File: config.mk
export PLATFORM = sky130hd
export DESIGN_NAME = round_robin_quantum_scheduler
export DESIGN_NICKNAME = d
export VERILOG_FILES = /design/src/hw/rtl/rrqs_pkg.sv /design/src/hw/rtl/rrqs_task_table.sv /design/src/hw/rtl/round_robin_quantum_scheduler.sv
export SDC_FILE = /design/constraint.sdc
export NUM_CORES = 1
export LEC_CHECK = 0
export ABC_AREA = 0
export BUFFER_PORTS_ARGS = -buffer_cell sky130_fd_sc_hd__buf_2
export CAP_MARGIN = 20
export CORE_ASPECT_RATIO = 2
export CORE_MARGIN = 5
export CORE_UTILIZATION = 51
export DETAILED_ROUTE_END_ITERATION = 8
export PLACE_DENSITY = 0.69
export SYNTH_ARGS = -nofsm -noshare
export SYNTH_HDL_FRONTEND = slang
export SYNTH_SLANG_ARGS = --single-unit
File: constraint.sdc
create_clock -name clk -period 16.5 [get_ports clk]
set_clock_uncertainty 0.1 [all_clocks]
set_input_delay 4.125 -clock clk [delete_from_list [all_inputs] [get_ports clk]]
set_output_delay 4.125 -clock clk [all_outputs]
set_load 0.005 [all_outputs]
File: src/hw/rtl/rrqs_pkg.sv
// ----------------------------------------------------------------------------
// rrqs_pkg
// Shared constants, state codes and table write command for the scheduler.
// ----------------------------------------------------------------------------
package rrqs_pkg;

  // Number of task slots and the width of a slot index.
  localparam int TASK_COUNT = 8;
  localparam int TASK_W     = (TASK_COUNT > 1) ? $clog2(TASK_COUNT) : 1;

  // Fixed field widths.
  localparam int SLOT_W  = 3;
  localparam int BURST_W = 16;
  localparam int Q_W     = 8;
  localparam int CLOCK_W = 24;

  localparam logic [CLOCK_W-1:0] CLOCK_MAX = '1;

  // Request modes.
  localparam logic MODE_LOAD = 1'b0;
  localparam logic MODE_RUN  = 1'b1;

  // Sequencer states.
  typedef enum logic [2:0] {
    ST_IDLE,
    ST_SEARCH,
    ST_SLICE,
    ST_EMIT
  } state_t;

  // Write command from the sequencer to the task table.
  typedef struct packed {
    logic               load_en;
    logic [TASK_W-1:0]  load_idx;
    logic [BURST_W-1:0] load_burst;
    logic               upd_en;
    logic [TASK_W-1:0]  upd_idx;
    logic [BURST_W-1:0] upd_rem;
  } table_wr_t;

endpackage

File: src/hw/rtl/rrqs_task_table.sv
// ----------------------------------------------------------------------------
// rrqs_task_table
// Burst and remaining-work storage for all task slots, one read index.
// ----------------------------------------------------------------------------
module rrqs_task_table
  import rrqs_pkg::*;
(
  input  logic               clk,
  input  logic               rst,
  input  table_wr_t          wr,
  input  logic [TASK_W-1:0]  rd_idx,
  output logic [BURST_W-1:0] rem_rd,
  output logic [BURST_W-1:0] burst_rd
);

  logic [BURST_W-1:0] rem_mem   [TASK_COUNT];
  logic [BURST_W-1:0] burst_mem [TASK_COUNT];

  // A load sets both burst and remaining work; a slice updates remaining work.
  always_ff @(posedge clk) begin
    if (rst) begin
      for (int i = 0; i < TASK_COUNT; i++) begin
        rem_mem[i]   <= '0;
        burst_mem[i] <= '0;
      end
    end else begin
      if (wr.load_en) begin
        rem_mem[wr.load_idx]   <= wr.load_burst;
        burst_mem[wr.load_idx] <= wr.load_burst;
      end else if (wr.upd_en) begin
        rem_mem[wr.upd_idx] <= wr.upd_rem;
      end
    end
  end

  // Both arrays are read at the sequencer's current slot.
  assign rem_rd   = rem_mem[rd_idx];
  assign burst_rd = burst_mem[rd_idx];

endmodule

File: src/hw/rtl/round_robin_quantum_scheduler.sv
// Load request: accepted while idle, no result; the block stays ready.
// Run request: accept, then a search of one slot per cycle through the
// shared nonzero test, a slice state (skipped when no slot has work), then a
// result state that waits for a free output. in_ready stays low until then.
// Synchronous active-high reset clears all slots, sets the clock to zero,
// the last served slot to the final one and the quantum to one.
// ----------------------------------------------------------------------------
// round_robin_quantum_scheduler
// Round-robin task scheduler with a configurable quantum and saturating clock.
// ----------------------------------------------------------------------------
module round_robin_quantum_scheduler
  import rrqs_pkg::*;
(
  input  logic               clk,
  input  logic               rst,
  // Request channel
  input  logic               in_valid,
  output logic               in_ready,
  input  logic               mode,
  input  logic [SLOT_W-1:0]  task_index,
  input  logic [BURST_W-1:0] burst_length,
  // Result channel
  output logic               out_valid,
  input  logic               out_ready,
  output logic [SLOT_W-1:0]  served_task,
  output logic [Q_W-1:0]     slice_length,
  output logic [CLOCK_W-1:0] clock_now,
  output logic               finished,
  output logic [CLOCK_W-1:0] turnaround,
  output logic [CLOCK_W-1:0] waiting,
  output logic               idle,
  // Configuration channel
  input  logic               cfg_valid,
  output logic               cfg_ready,
  input  logic [Q_W-1:0]     quantum
);

  localparam logic [TASK_W-1:0] LAST_SLOT = TASK_W'(TASK_COUNT - 1);

  state_t             state, state_next;
  logic [TASK_W-1:0]  ptr;
  logic [TASK_W-1:0]  cnt;
  logic [TASK_W-1:0]  last_served;
  logic [CLOCK_W-1:0] elapsed_clock;
  logic [Q_W-1:0]     cur_quantum;
  logic [Q_W-1:0]     slice_r;
  logic               done_r;
  logic               res_idle;

  logic               accept;
  logic               out_free;
  logic               emit_go;
  logic               rem_nz;
  logic               in_range;
  logic [31:0]        index_ext;
  logic [31:0]        ptr_ext;
  logic [Q_W-1:0]     q_eff;
  logic [Q_W-1:0]     slice;
  logic [BURST_W-1:0] rem_left;
  logic [CLOCK_W:0]   clock_sum;
  logic [CLOCK_W-1:0] clock_sat;
  logic [CLOCK_W:0]   wait_diff;
  logic [CLOCK_W-1:0] wait_val;
  logic [BURST_W-1:0] rem_rd;
  logic [BURST_W-1:0] burst_rd;
  table_wr_t          tbl_wr;

  function automatic logic [TASK_W-1:0] next_slot(input logic [TASK_W-1:0] s);
    return (s == LAST_SLOT) ? '0 : s + 1'b1;
  endfunction

  // Task storage.
  rrqs_task_table u_table (
    .clk      (clk),
    .rst      (rst),
    .wr       (tbl_wr),
    .rd_idx   (ptr),
    .rem_rd   (rem_rd),
    .burst_rd (burst_rd)
  );

  // Handshake and control outputs of the sequencer.
  always_comb begin
    in_ready  = (state == ST_IDLE);
    cfg_ready = 1'b1;
    out_free  = !out_valid || out_ready;
    emit_go   = (state == ST_EMIT) && out_free;
  end

  assign accept = in_valid && in_ready;

  // Shared unit: nonzero test on the slot under the pointer, then slice math.
  always_comb begin
    rem_nz    = (rem_rd != '0);
    q_eff     = (cur_quantum == '0) ? Q_W'(1) : cur_quantum;
    slice     = (rem_rd < BURST_W'(q_eff)) ? rem_rd[Q_W-1:0] : q_eff;
    rem_left  = rem_rd - BURST_W'(slice);
    clock_sum = {1'b0, elapsed_clock} + (CLOCK_W + 1)'(slice);
    clock_sat = clock_sum[CLOCK_W] ? CLOCK_MAX : clock_sum[CLOCK_W-1:0];
    wait_diff = {1'b0, elapsed_clock} - (CLOCK_W + 1)'(burst_rd);
    wait_val  = wait_diff[CLOCK_W] ? '0 : wait_diff[CLOCK_W-1:0];
  end

  // Table write command: loads in idle, remaining work in the slice cycle.
  always_comb begin
    index_ext         = 32'(task_index);
    ptr_ext           = 32'(ptr);
    in_range          = (index_ext < 32'(TASK_COUNT));
    tbl_wr.load_en    = accept && (mode == MODE_LOAD) && in_range;
    tbl_wr.load_idx   = index_ext[TASK_W-1:0];
    tbl_wr.load_burst = burst_length;
    tbl_wr.upd_en     = (state == ST_SLICE);
    tbl_wr.upd_idx    = ptr;
    tbl_wr.upd_rem    = rem_left;
  end

  // Next state.
  always_comb begin
    state_next = state;
    unique case (state)
      ST_IDLE: begin
        if (accept && (mode == MODE_RUN)) state_next = ST_SEARCH;
      end
      ST_SEARCH: begin
        if (rem_nz) state_next = ST_SLICE;
        else if (cnt == LAST_SLOT) state_next = ST_EMIT;
      end
      ST_SLICE: state_next = ST_EMIT;
      ST_EMIT: begin
        if (out_free) state_next = ST_IDLE;
      end
      default: state_next = ST_IDLE;
    endcase
  end

  always_ff @(posedge clk) begin
    if (rst) state <= ST_IDLE;
    else state <= state_next;
  end

  // Quantum register.
  always_ff @(posedge clk) begin
    if (rst) begin
      cur_quantum <= Q_W'(1);
    end else if (cfg_valid && cfg_ready) begin
      cur_quantum <= quantum;
    end
  end

  // Search pointer, slot counter and scheduler state.
  always_ff @(posedge clk) begin
    if (rst) begin
      ptr           <= '0;
      cnt           <= '0;
      last_served   <= LAST_SLOT;
      elapsed_clock <= '0;
    end else begin
      if (accept && (mode == MODE_RUN)) begin
        ptr <= next_slot(last_served);
        cnt <= '0;
      end else if ((state == ST_SEARCH) && !rem_nz && (cnt != LAST_SLOT)) begin
        ptr <= next_slot(ptr);
        cnt <= cnt + 1'b1;
      end
      if (state == ST_SLICE) begin
        last_served   <= ptr;
        elapsed_clock <= clock_sat;
      end
    end
  end

  // Working results of the current run request.
  always_ff @(posedge clk) begin
    if (accept) res_idle <= 1'b0;
    else if ((state == ST_SEARCH) && !rem_nz && (cnt == LAST_SLOT)) res_idle <= 1'b1;
    if (state == ST_SLICE) begin
      slice_r <= slice;
      done_r  <= (rem_left == '0);
    end
  end

  // Output register.
  always_ff @(posedge clk) begin
    if (rst) begin
      out_valid <= 1'b0;
    end else if (emit_go) begin
      out_valid <= 1'b1;
    end else if (out_ready) begin
      out_valid <= 1'b0;
    end
  end

  always_ff @(posedge clk) begin
    if (emit_go) begin
      clock_now <= elapsed_clock;
      idle      <= res_idle;
      if (res_idle) begin
        served_task  <= '0;
        slice_length <= '0;
        finished     <= 1'b0;
        turnaround   <= '0;
        waiting      <= '0;
      end else begin
        served_task  <= ptr_ext[SLOT_W-1:0];
        slice_length <= slice_r;
        finished     <= done_r;
        turnaround   <= done_r ? elapsed_clock : '0;
        waiting      <= done_r ? wait_val : '0;
      end
    end
  end

endmodule

# After elaboration in Yosys (flattened, before gate mapping)
# Memories as Yosys holds them, arrays and structs flattened. A register that Yosys moved wholly into a read port is not among the register bits.
# Cells that the tools add are included.
dict set report totals {
  regBits 140
  ram_bits 256
  inputBits 33
  output_inout_bits 88
  wordCells 97
  mem_count 2
}
dict set report op_classes {
  n_addsub 6
  order_cmp 1
  eq_ne 10
  n_mux 36
  n_bitwise 2
  reduce_logical 23
}
# memory words word_bits rd rd_ports_with_merged_regs wr line
set memory_table {}
lappend memory_table {u_table.burst_mem 8 16 1 1 8 rrqs_task_table.sv:17} ;# logic [BURST_W-1:0] burst_mem [TASK_COUNT];
lappend memory_table {u_table.rem_mem 8 16 1 1 8 rrqs_task_table.sv:16} ;# logic [BURST_W-1:0] rem_mem [TASK_COUNT];
# cell count
set op_table {}
lappend op_table {{$mux W16} 3}
lappend op_table {{$reduce_or A16 Y1} 3}
lappend op_table {{$mux W3} 15}
lappend op_table {{$add A24 B8 Y25} 1}
lappend op_table {{$sub A24 B16 Y25} 1}
lappend op_table {{$mux W24} 1}
lappend op_table {{$logic_not A16 Y1} 1}
lappend op_table {{$lt A16 B8 Y1} 1}
lappend op_table {{$mux W8} 2}
lappend op_table {{$reduce_bool A16 Y1} 1}
lappend op_table {{$sub A16 B8 Y16} 1}
lappend op_table {{$mux W1} 14}
lappend op_table {{$pmux W3 S4} 1}
lappend op_table {{$add A3 B1 Y3 const B} 3}
lappend op_table {{$eq A3 B3 Y1 const B} 3}
lappend op_table {{$logic_not A8 Y1} 1}
lappend op_table {{$logic_and A1 B1 Y1} 7}
lappend op_table {{$eq A3 B2 Y1 const B} 2}
lappend op_table {{$ne A3 B3 Y1 const B} 2}
lappend op_table {{$reduce_bool A2 Y1} 2}
lappend op_table {{$reduce_or A2 Y1} 2}
lappend op_table {{$eq A3 B1 Y1 const B} 1}
lappend op_table {{$logic_not A3 Y1} 1}
lappend op_table {{$reduce_and A3 Y1} 1}
lappend op_table {{other kinds (6)} 8}

# Depth between registers and ports, before layout
# Gate-level depths: netlist of run 1.
dict set report logic_depth {
  word_depth 9
  ltp_mapped 31
  ltp_nobuf 28
}

# Cells and area by module
# A second synthesis of run 1 with hierarchy kept.
dict set report unflattened {
  hier_cells 1434
  area_unflattened_um2 19268.5
}
# mod instances cells_per_inst area_each_um2 seq_area_each_um2
set by_module_without_submodules {}
lappend by_module_without_submodules {rrqs_task_table 1 713 11646.2 7687.4}
lappend by_module_without_submodules {round_robin_quantum_scheduler 1 721 7622.3 3723.6}

# Worst setup path before layout of run 1
# No wires, ideal clock.
dict set report synth_path {
  path_kind {input port to flip-flop}
  from {input out_ready}
  to {register clock_now[0], enable pin}
  setup_time_ns 0.539
  arrival_ns 7.960
  required_ns 15.861
  setup_slack_ns 7.901
  cell_stages 2
  n_path_buf 0
  path_cell_list {nor2b_1 nor2b_1}
}
dict set report synth_between {
  elab_chain_cells 2
}
# element line
set synth_rtl {}
lappend synth_rtl {{start: declaration} round_robin_quantum_scheduler.sv:24} ;# input logic out_ready,
lappend synth_rtl {{$logic_or A1 B1 Y1} round_robin_quantum_scheduler.sv:86} ;# out_free = !out_valid || out_ready;
lappend synth_rtl {{$logic_and A1 B1 Y1} round_robin_quantum_scheduler.sv:87} ;# emit_go = (state == ST_EMIT) && out_free;
lappend synth_rtl {{via emit_go} round_robin_quantum_scheduler.sv:52} ;# logic emit_go;
lappend synth_rtl {{end signal: assignment} round_robin_quantum_scheduler.sv:195} ;# clock_now <= elapsed_clock;
lappend synth_rtl {{end: declaration} round_robin_quantum_scheduler.sv:27} ;# output logic [CLOCK_W-1:0] clock_now,
# The timed path passes the listed nets, and every way through them passes these cells.
# A chain may end at the register's enable or synchronous reset.

==> results of run 1 <==
## worst reg2reg max path, cell delays in order, from the launching register on
cell and delay (ps):
dfxtp_2 350, buf_4 470, buf_4 520, mux2i_1 140, a22oi_1 240, o21a_1 480, ha_1 340, a21o_1 170
a21oi_1 170, nand2_1 120, nor4_4 420, nand2_1 560, a21oi_1 450, ha_1 280, inv_1 60, ha_1 270
or3_1 410, a31o_1 250, a211oi_2 200, o22ai_1 180, maj3_2 330, a21o_1 230, a211oi_4 550, xnor2_1 140
nor4b_2 300
## sequential cells by signal (all words and copies together) (netlist names), 8 cells and up, named ones only
signal,cells
u_table.burst_mem,128
turnaround,24
clock_now,24
cur_quantum,8
slice_r,8
u_table.rem_mem,128
slice_length,8
elapsed_clock,24
waiting,24
## how the worst min path moves through the flow
stage / from / to / slack (ps)
after global routing: elapsed_clock[0] / clock_now[0] / 430
after global placement: cnt[1] / cnt[1] / 420
final: elapsed_clock[0] / clock_now[0] / 420
after detailed placement: elapsed_clock[0] / clock_now[0] / 410
after CTS: elapsed_clock[0] / clock_now[0] / 420
after floorplan: elapsed_clock[19] / clock_now[19] / 300
## area by class of cell
type	instances	area, sq um	area share (%)
inverter	44	165.2	0.7591
clock inverter	18	158.9	0.7303
clock buffer	43	947.2	4.353
timing repair buffer	145	825.8	3.795
multi-input combinational	1039	7605	34.95
sequential	398	11480	52.75
tap	463	579.3	2.662
## kinds of logic after synthesis
kind of cell / after synthesis / share of synthesized area [%]
other: 1 / 0.01919
XOR/XNOR: 48 / 2.151
AND/OR/NAND/NOR: 626 / 16.53
buffers and inverters: 115 / 2.458
multiplexers: 127 / 10.45
flip-flops: 398 / 58.69
adder cells (fa/ha/maj): 50 / 3.233
AO/OA/AOI/OAI: 187 / 6.465
## through the flow
step           power (mW)  hold WS [ps]  utilization, %  worst slack (ps)
2_1_floorplan       1.732         302.9               -              7901
6_report            2.756         416.3           57.39              8563
4_1_cts             2.765         419.0           57.24              8593
3_3_place_gp        1.957         419.4           54.32              8755
3_5_place_dp        1.968         409.0           54.32              8621
5_1_grt             2.871         428.5           57.39              8078
## power breakdown
part	switching, mW	leakage [nW]	total (mW)	internal [mW]
Combinational	0.450	3.72	0.724	0.274
Sequential	0.0541	3.93	1.23	1.17
Clock	0.363	0.542	0.805	0.443
Total	0.867	8.19	2.76	1.89
## Yosys cell counts (all sizes together), types with 7 or more instances
cell / n
a211o: 7
a211oi: 11
a21o: 9
a21oi: 43
and2: 156
and3: 13
buf: 16
clkbuf: 55
dfxtp: 48
edfxtp: 350
ha: 44
inv: 44
mux2: 8
mux2i: 60
mux4: 59
nand2: 63
nand2b: 18
nand3: 17
nand4: 8
nor2: 202
nor2b: 40
nor3: 60
o211ai: 12
o21ai: 43
o21bai: 8
or2: 13
or4: 11
xnor2: 26
xor2: 22
## routing by layer
metal,part of all wire [%],up-vias
met4,7.0,0
met5,0,-
met2,57,466
li1,-,5921
met1,32,6273
met3,4.5,174
==> flow_metrics.env, run 1 <==
export IMPL_rsz0062_at_grt="no"
export IMPL_fin_crit_sh_pct=48.10
export IMPL_cp_common_cell="ha_1"
export IMPL_hold_violations=0
export IMPL_syn_nets=1631
export IMPL_final_common_cell="edfxtp_1"
export IMPL_grt_busiest_layer="met2"
export IMPL_area_delta_synth_final_pct=11.32
export IMPL_gp_congestion=0.9500
export IMPL_htree_levels=2
export IMPL_cp_arrival_ps=8200
export IMPL_nets=1742
export IMPL_antenna_found_initial=0
export IMPL_reg2reg_depth=24
export IMPL_use_met2_pct=48.37
export IMPL_wire_per_inst_um=24.78
export IMPL_drv_cap=0
export IMPL_die_x_um=148.4
export IMPL_dr_pass1_iters=5
export IMPL_clock_path_buffers=3
export IMPL_routed_wl_mm=53.28
export IMPL_clk_pin_slew_ps=70
export IMPL_worst_pin_slew_ps=1156
export IMPL_ioPinCount=121
export IMPL_cp_end_kind="flop"
export IMPL_overflow=0
export IMPL_setup_violations=0
export IMPL_netlist_area_sq_mm=0.01955
export IMPL_criticalPathCategory="reg -> reg"
export IMPL_critical_path_depth=24
export IMPL_met1_usage_pct=24.53
export IMPL_crit_family="compound AO/OA/AOI/OAI gates"
export IMPL_final_layout_size_suffix_gt1_share_pct=17.19
export IMPL_io_buffers=119
export IMPL_cts_tree="built"
export IMPL_synth_top_area_cell="edfxtp_1"
export IMPL_slowest_delay_ps=560
export IMPL_p_leak_nw=8.186
export IMPL_endpoint="done_r"
export IMPL_cts_hold_buf=0
export IMPL_holdPathStages=0
export IMPL_grt_pass1_vias=12910
export IMPL_vias=12830
export IMPL_min_path_type="reg -> reg"
export IMPL_placed_cell_area_sq_mm=0.02059
export IMPL_synth_edf_count=350
export IMPL_synth_main_ff_cell="edfxtp_1"
export IMPL_cpMaxStageDelayCell="nand2_1"
export IMPL_ant_nets=0
export IMPL_yosysSeqAreaShare_pct=58.69
export IMPL_dp_cells=2086
export IMPL_cp_start_kind="flop"
export IMPL_clock_fmax_mhz=126.0
export IMPL_finalSetupTns_ps=0
export IMPL_path_buf_inv=3
export IMPL_via_per_inst=5.969
export IMPL_initial_core_util_pct=51.56
export IMPL_critPathRequiredTime_ps=16760
export IMPL_dp_hpwl_mm=38.60
export IMPL_drc=0
export IMPL_fillCellCount=3125
export IMPL_post_route_min_period_ps=7937
export IMPL_dieArea_sq_mm=0.04258
export IMPL_die_h_um=286.9
export IMPL_reg2reg_slack_ps=8560
export IMPL_synthArstFlopShare_pct=0
export IMPL_drt_iter0_drc=860
export IMPL_reg2reg_to="done_r"
export IMPL_ys_types=83
export IMPL_ctsResizeCount=0
export IMPL_synth_avg_cell_area_sq_um=12.59
export IMPL_cts_made_buffers=35
export IMPL_grt_max_degree=78
export IMPL_cp_max_fo=36
export IMPL_cts_root_buf="clkbuf_16"
export IMPL_clock_sinks=398
export IMPL_synth_area_top_cells="edfxtp_1, mux4_2, and2_1"
export IMPL_status="finished clean"
export IMPL_rows=101
export IMPL_power_density_mw_per_mm2=126.7
export IMPL_ir_drop_v=0.00009881
export IMPL_grt_pass1_wl_mm=78.76
export IMPL_gr_usage_all_layers_pct=24.91
export IMPL_use_met3_pct=2.982
export IMPL_ys_ff_latch=398
export IMPL_path_cells="buf_4, buf_4, mux2i_1, a22oi_1, o21a_1, ha_1, a21o_1, a21oi_1, nand2_1, nor4_4, nand2_1, a21oi_1, ha_1, inv_1, ha_1, or3_1, a31o_1, a211oi_2, o22ai_1, maj3_2, a21o_1, a211oi_4, xnor2_1, nor4b_2"
export IMPL_synth_top_area_share_pct=53.77
export IMPL_n_antenna_cell=0
export IMPL_layout_common_cells="edfxtp_1, nor2_1, and2_1"
export IMPL_insertion_delay_ps=550
export IMPL_finalMaxSlewViolations=0
export IMPL_core_area_sq_mm=0.03791
export IMPL_slew_headroom_pct=22.36
export IMPL_design_area_sq_mm=0.02176
export IMPL_yosys_warnings=0
export IMPL_cts_setup_buffers=0
export IMPL_final_cells=2150
export IMPL_synthesis_instances=1552
Power figures use the tool's default switching activity.
==> inputs of run 2 (changes only) <==
--- a/config.mk
+++ b/config.mk
@@ -12,7 +12,7 @@
 export CORE_MARGIN = 5
 export CORE_UTILIZATION = 51
 export DETAILED_ROUTE_END_ITERATION = 8
-export PLACE_DENSITY = 0.69
+export PLACE_DENSITY = 0.71
 export SYNTH_ARGS = -nofsm -noshare
 export SYNTH_HDL_FRONTEND = slang
 export SYNTH_SLANG_ARGS = --single-unit
==> constraint.sdc (replaced) <==
create_clock -name clk -period 6.7 [get_ports clk]
set_clock_uncertainty 0.1 [all_clocks]
set_input_delay 1.675 -clock clk [delete_from_list [all_inputs] [get_ports clk]]
set_output_delay 1.675 -clock clk [all_outputs]
set_load 0.005 [all_outputs]
==> run 2 against run 1 <==
  * Clock power rose to 2.6 times the previous value
  * First-iteration DRC count fell by 12%
  * Power rose by 150%
  * Via count rose by 2.4%
  * Setup slack got worse by 8100 ps
  * Clock-buffer cell count did not move
  * Sequential share of layout area fell by 0.74 points
  * Register-to-register slack got worse by 8100 ps
==> flow_metrics.env, run 2 (synthesized netlist as in run 1, its figures left out) <==
export IMPL_status="finished clean"
export IMPL_post_route_min_period_ps=6247
export IMPL_ctsResizeCount=0
export IMPL_htree_levels=2
export IMPL_fin_util_pct=58.21
export IMPL_layout_common_cells="edfxtp_1, nor2_1, and2_1"
export IMPL_final_common_cell="edfxtp_1"
export IMPL_grt_max_degree=86
export IMPL_dp_hpwl_mm=39.38
export IMPL_cp_max_fo=23
export IMPL_dieArea_sq_mm=0.04258
export IMPL_drc=0
export IMPL_antenna_found_initial=0
export IMPL_rsz0062_at_grt="no"
export IMPL_wire_per_inst_um=24.34
export IMPL_final_layout_size_suffix_gt1_share_pct=19.16
export IMPL_clock_fmax_mhz=160.1
export IMPL_final_cells=2191
export IMPL_cp_arrival_ps=6520
export IMPL_ir_drop_v=0.0001695
export IMPL_core_area_sq_mm=0.03791
export IMPL_gp_congestion=0.9823
export IMPL_reg_largest_list="u_table.burst_mem: 128 flops, u_table.rem_mem: 128 flops"
export IMPL_critPathRequiredTime_ps=6970
export IMPL_cpMaxStageDelayCell="dfxtp_4"
export IMPL_area_delta_synth_final_pct=12.90
export IMPL_drt_iter0_drc=761
export IMPL_dp_cells=2125
export IMPL_crit_family="compound AO/OA/AOI/OAI gates"
export IMPL_hold_ws_ps=402.4
export IMPL_dr_pass1_iters=5
export IMPL_cts_root_buf="clkbuf_16"
export IMPL_hold_violations=0
export IMPL_insertion_delay_ps=550
export IMPL_gr_usage_all_layers_pct=25.07
export IMPL_fin_ws_ps=453.0
export IMPL_n_antenna_cell=0
export IMPL_min_path_type="reg -> reg"
export IMPL_grt_pass1_vias=13690
export IMPL_overflow=0
export IMPL_clock_path_buffers=3
export IMPL_setup_violations=0
export IMPL_worst_pin_slew_ps=1021
export IMPL_routed_wl_mm=53.32
export IMPL_slew_headroom_pct=31.91
export IMPL_ant_nets=0
export IMPL_die_x_um=148.4
export IMPL_cts_tree="built"
export IMPL_vias=13140
export IMPL_cts_made_buffers=36
export IMPL_path_buf_inv=4
export IMPL_die_h_um=286.9
export IMPL_cp_end_kind="flop"
export IMPL_via_per_inst=5.998
export IMPL_initial_core_util_pct=51.56
export IMPL_grt_pass1_wl_mm=80.38
export IMPL_nets=1781
export IMPL_p_leak_nw=8.375
export IMPL_fin_crit_sh_pct=93.24
export IMPL_io_buffers=119
export IMPL_cp_start_kind="flop"
export IMPL_cp_common_cell="ha_1"
export IMPL_slowest_delay_ps=570
export IMPL_finalSetupTns_ps=0
export IMPL_power_density_mw_per_mm2=312.0
export IMPL_drv_cap=0
export IMPL_finalMaxSlewViolations=0
export IMPL_criticalPathCategory="reg -> reg"
export IMPL_clk_pin_slew_ps=60
export IMPL_clock_sinks=398
export IMPL_preCtsSetupSlack_ps=346.8
export IMPL_rows=101
export IMPL_ioPinCount=121
## run 2: cell types whose count changed in the layout (fill, tap and decap cells not counted)
cell	before	now
buf_4	23	62
buf_8	2	0
clkinvlp_4	2	4
inv_6	1	3
buf_12	0	1
buf_16	1	0
buf_2	119	120
bufinv_16	2	3
clkbuf_16	36	37
clkbuf_8	2	1
clkinv_4	1	0
clkinv_8	1	0
## run 2: power by group
| part | internal, mW | total (mW) | switching (mW) |
|---|---|---|---|
| combinational | 0.722 | 1.82 | 1.09 |
| clock | 1.15 | 2.06 | 0.912 |
| sequential | 2.89 | 3.01 | 0.124 |
## run 2: routing by layer
layer  part of all wire (%)  track usage, %  routed length, um
met4                    8.1           16.49               4309
met5                      0               0                  0
met3                    4.7           3.092               2509
met2                     56           48.86              29920
met1                     31           23.86              16580
## run 2: what timing repair did
action	CTS	global route
endpoints found under the hold margin	0	0
setup buffers	0	1
setup endpoints to repair	0	9
hold buffers	0	0
## run 2: layout make-up
type                    count  area (sq um)
fillers                  3108         15840
clock inverters            21         196.4
clock buffers              43         958.4
flip-flops and latches    398         11480
multi-input cells        1039          7605
well taps                 463         579.3
repair buffers            183          1086
inverters                  44         165.2
## run 2: worst paths after layout
path	endpoint	slack [ps]	cells past startpoint	start
max reg2reg	done_r	450	25	flop
max	done_r	450	25	flop
min	clock_now[0]	400	0	elapsed_clock[0]
min reg2reg	clock_now[0]	400	0	elapsed_clock[0]
## run 2: per-stage QoR
| stage | total power, mW | instance area [sq um] |
|---|---|---|
| after floorplan | 4.266 | 19550 |
| after global placement | 4.838 | 20890 |
| after detailed placement | 4.869 | 20890 |
| after CTS | 6.909 | 22040 |
| after global routing | 7.184 | 22070 |
| final | 6.885 | 22070 |
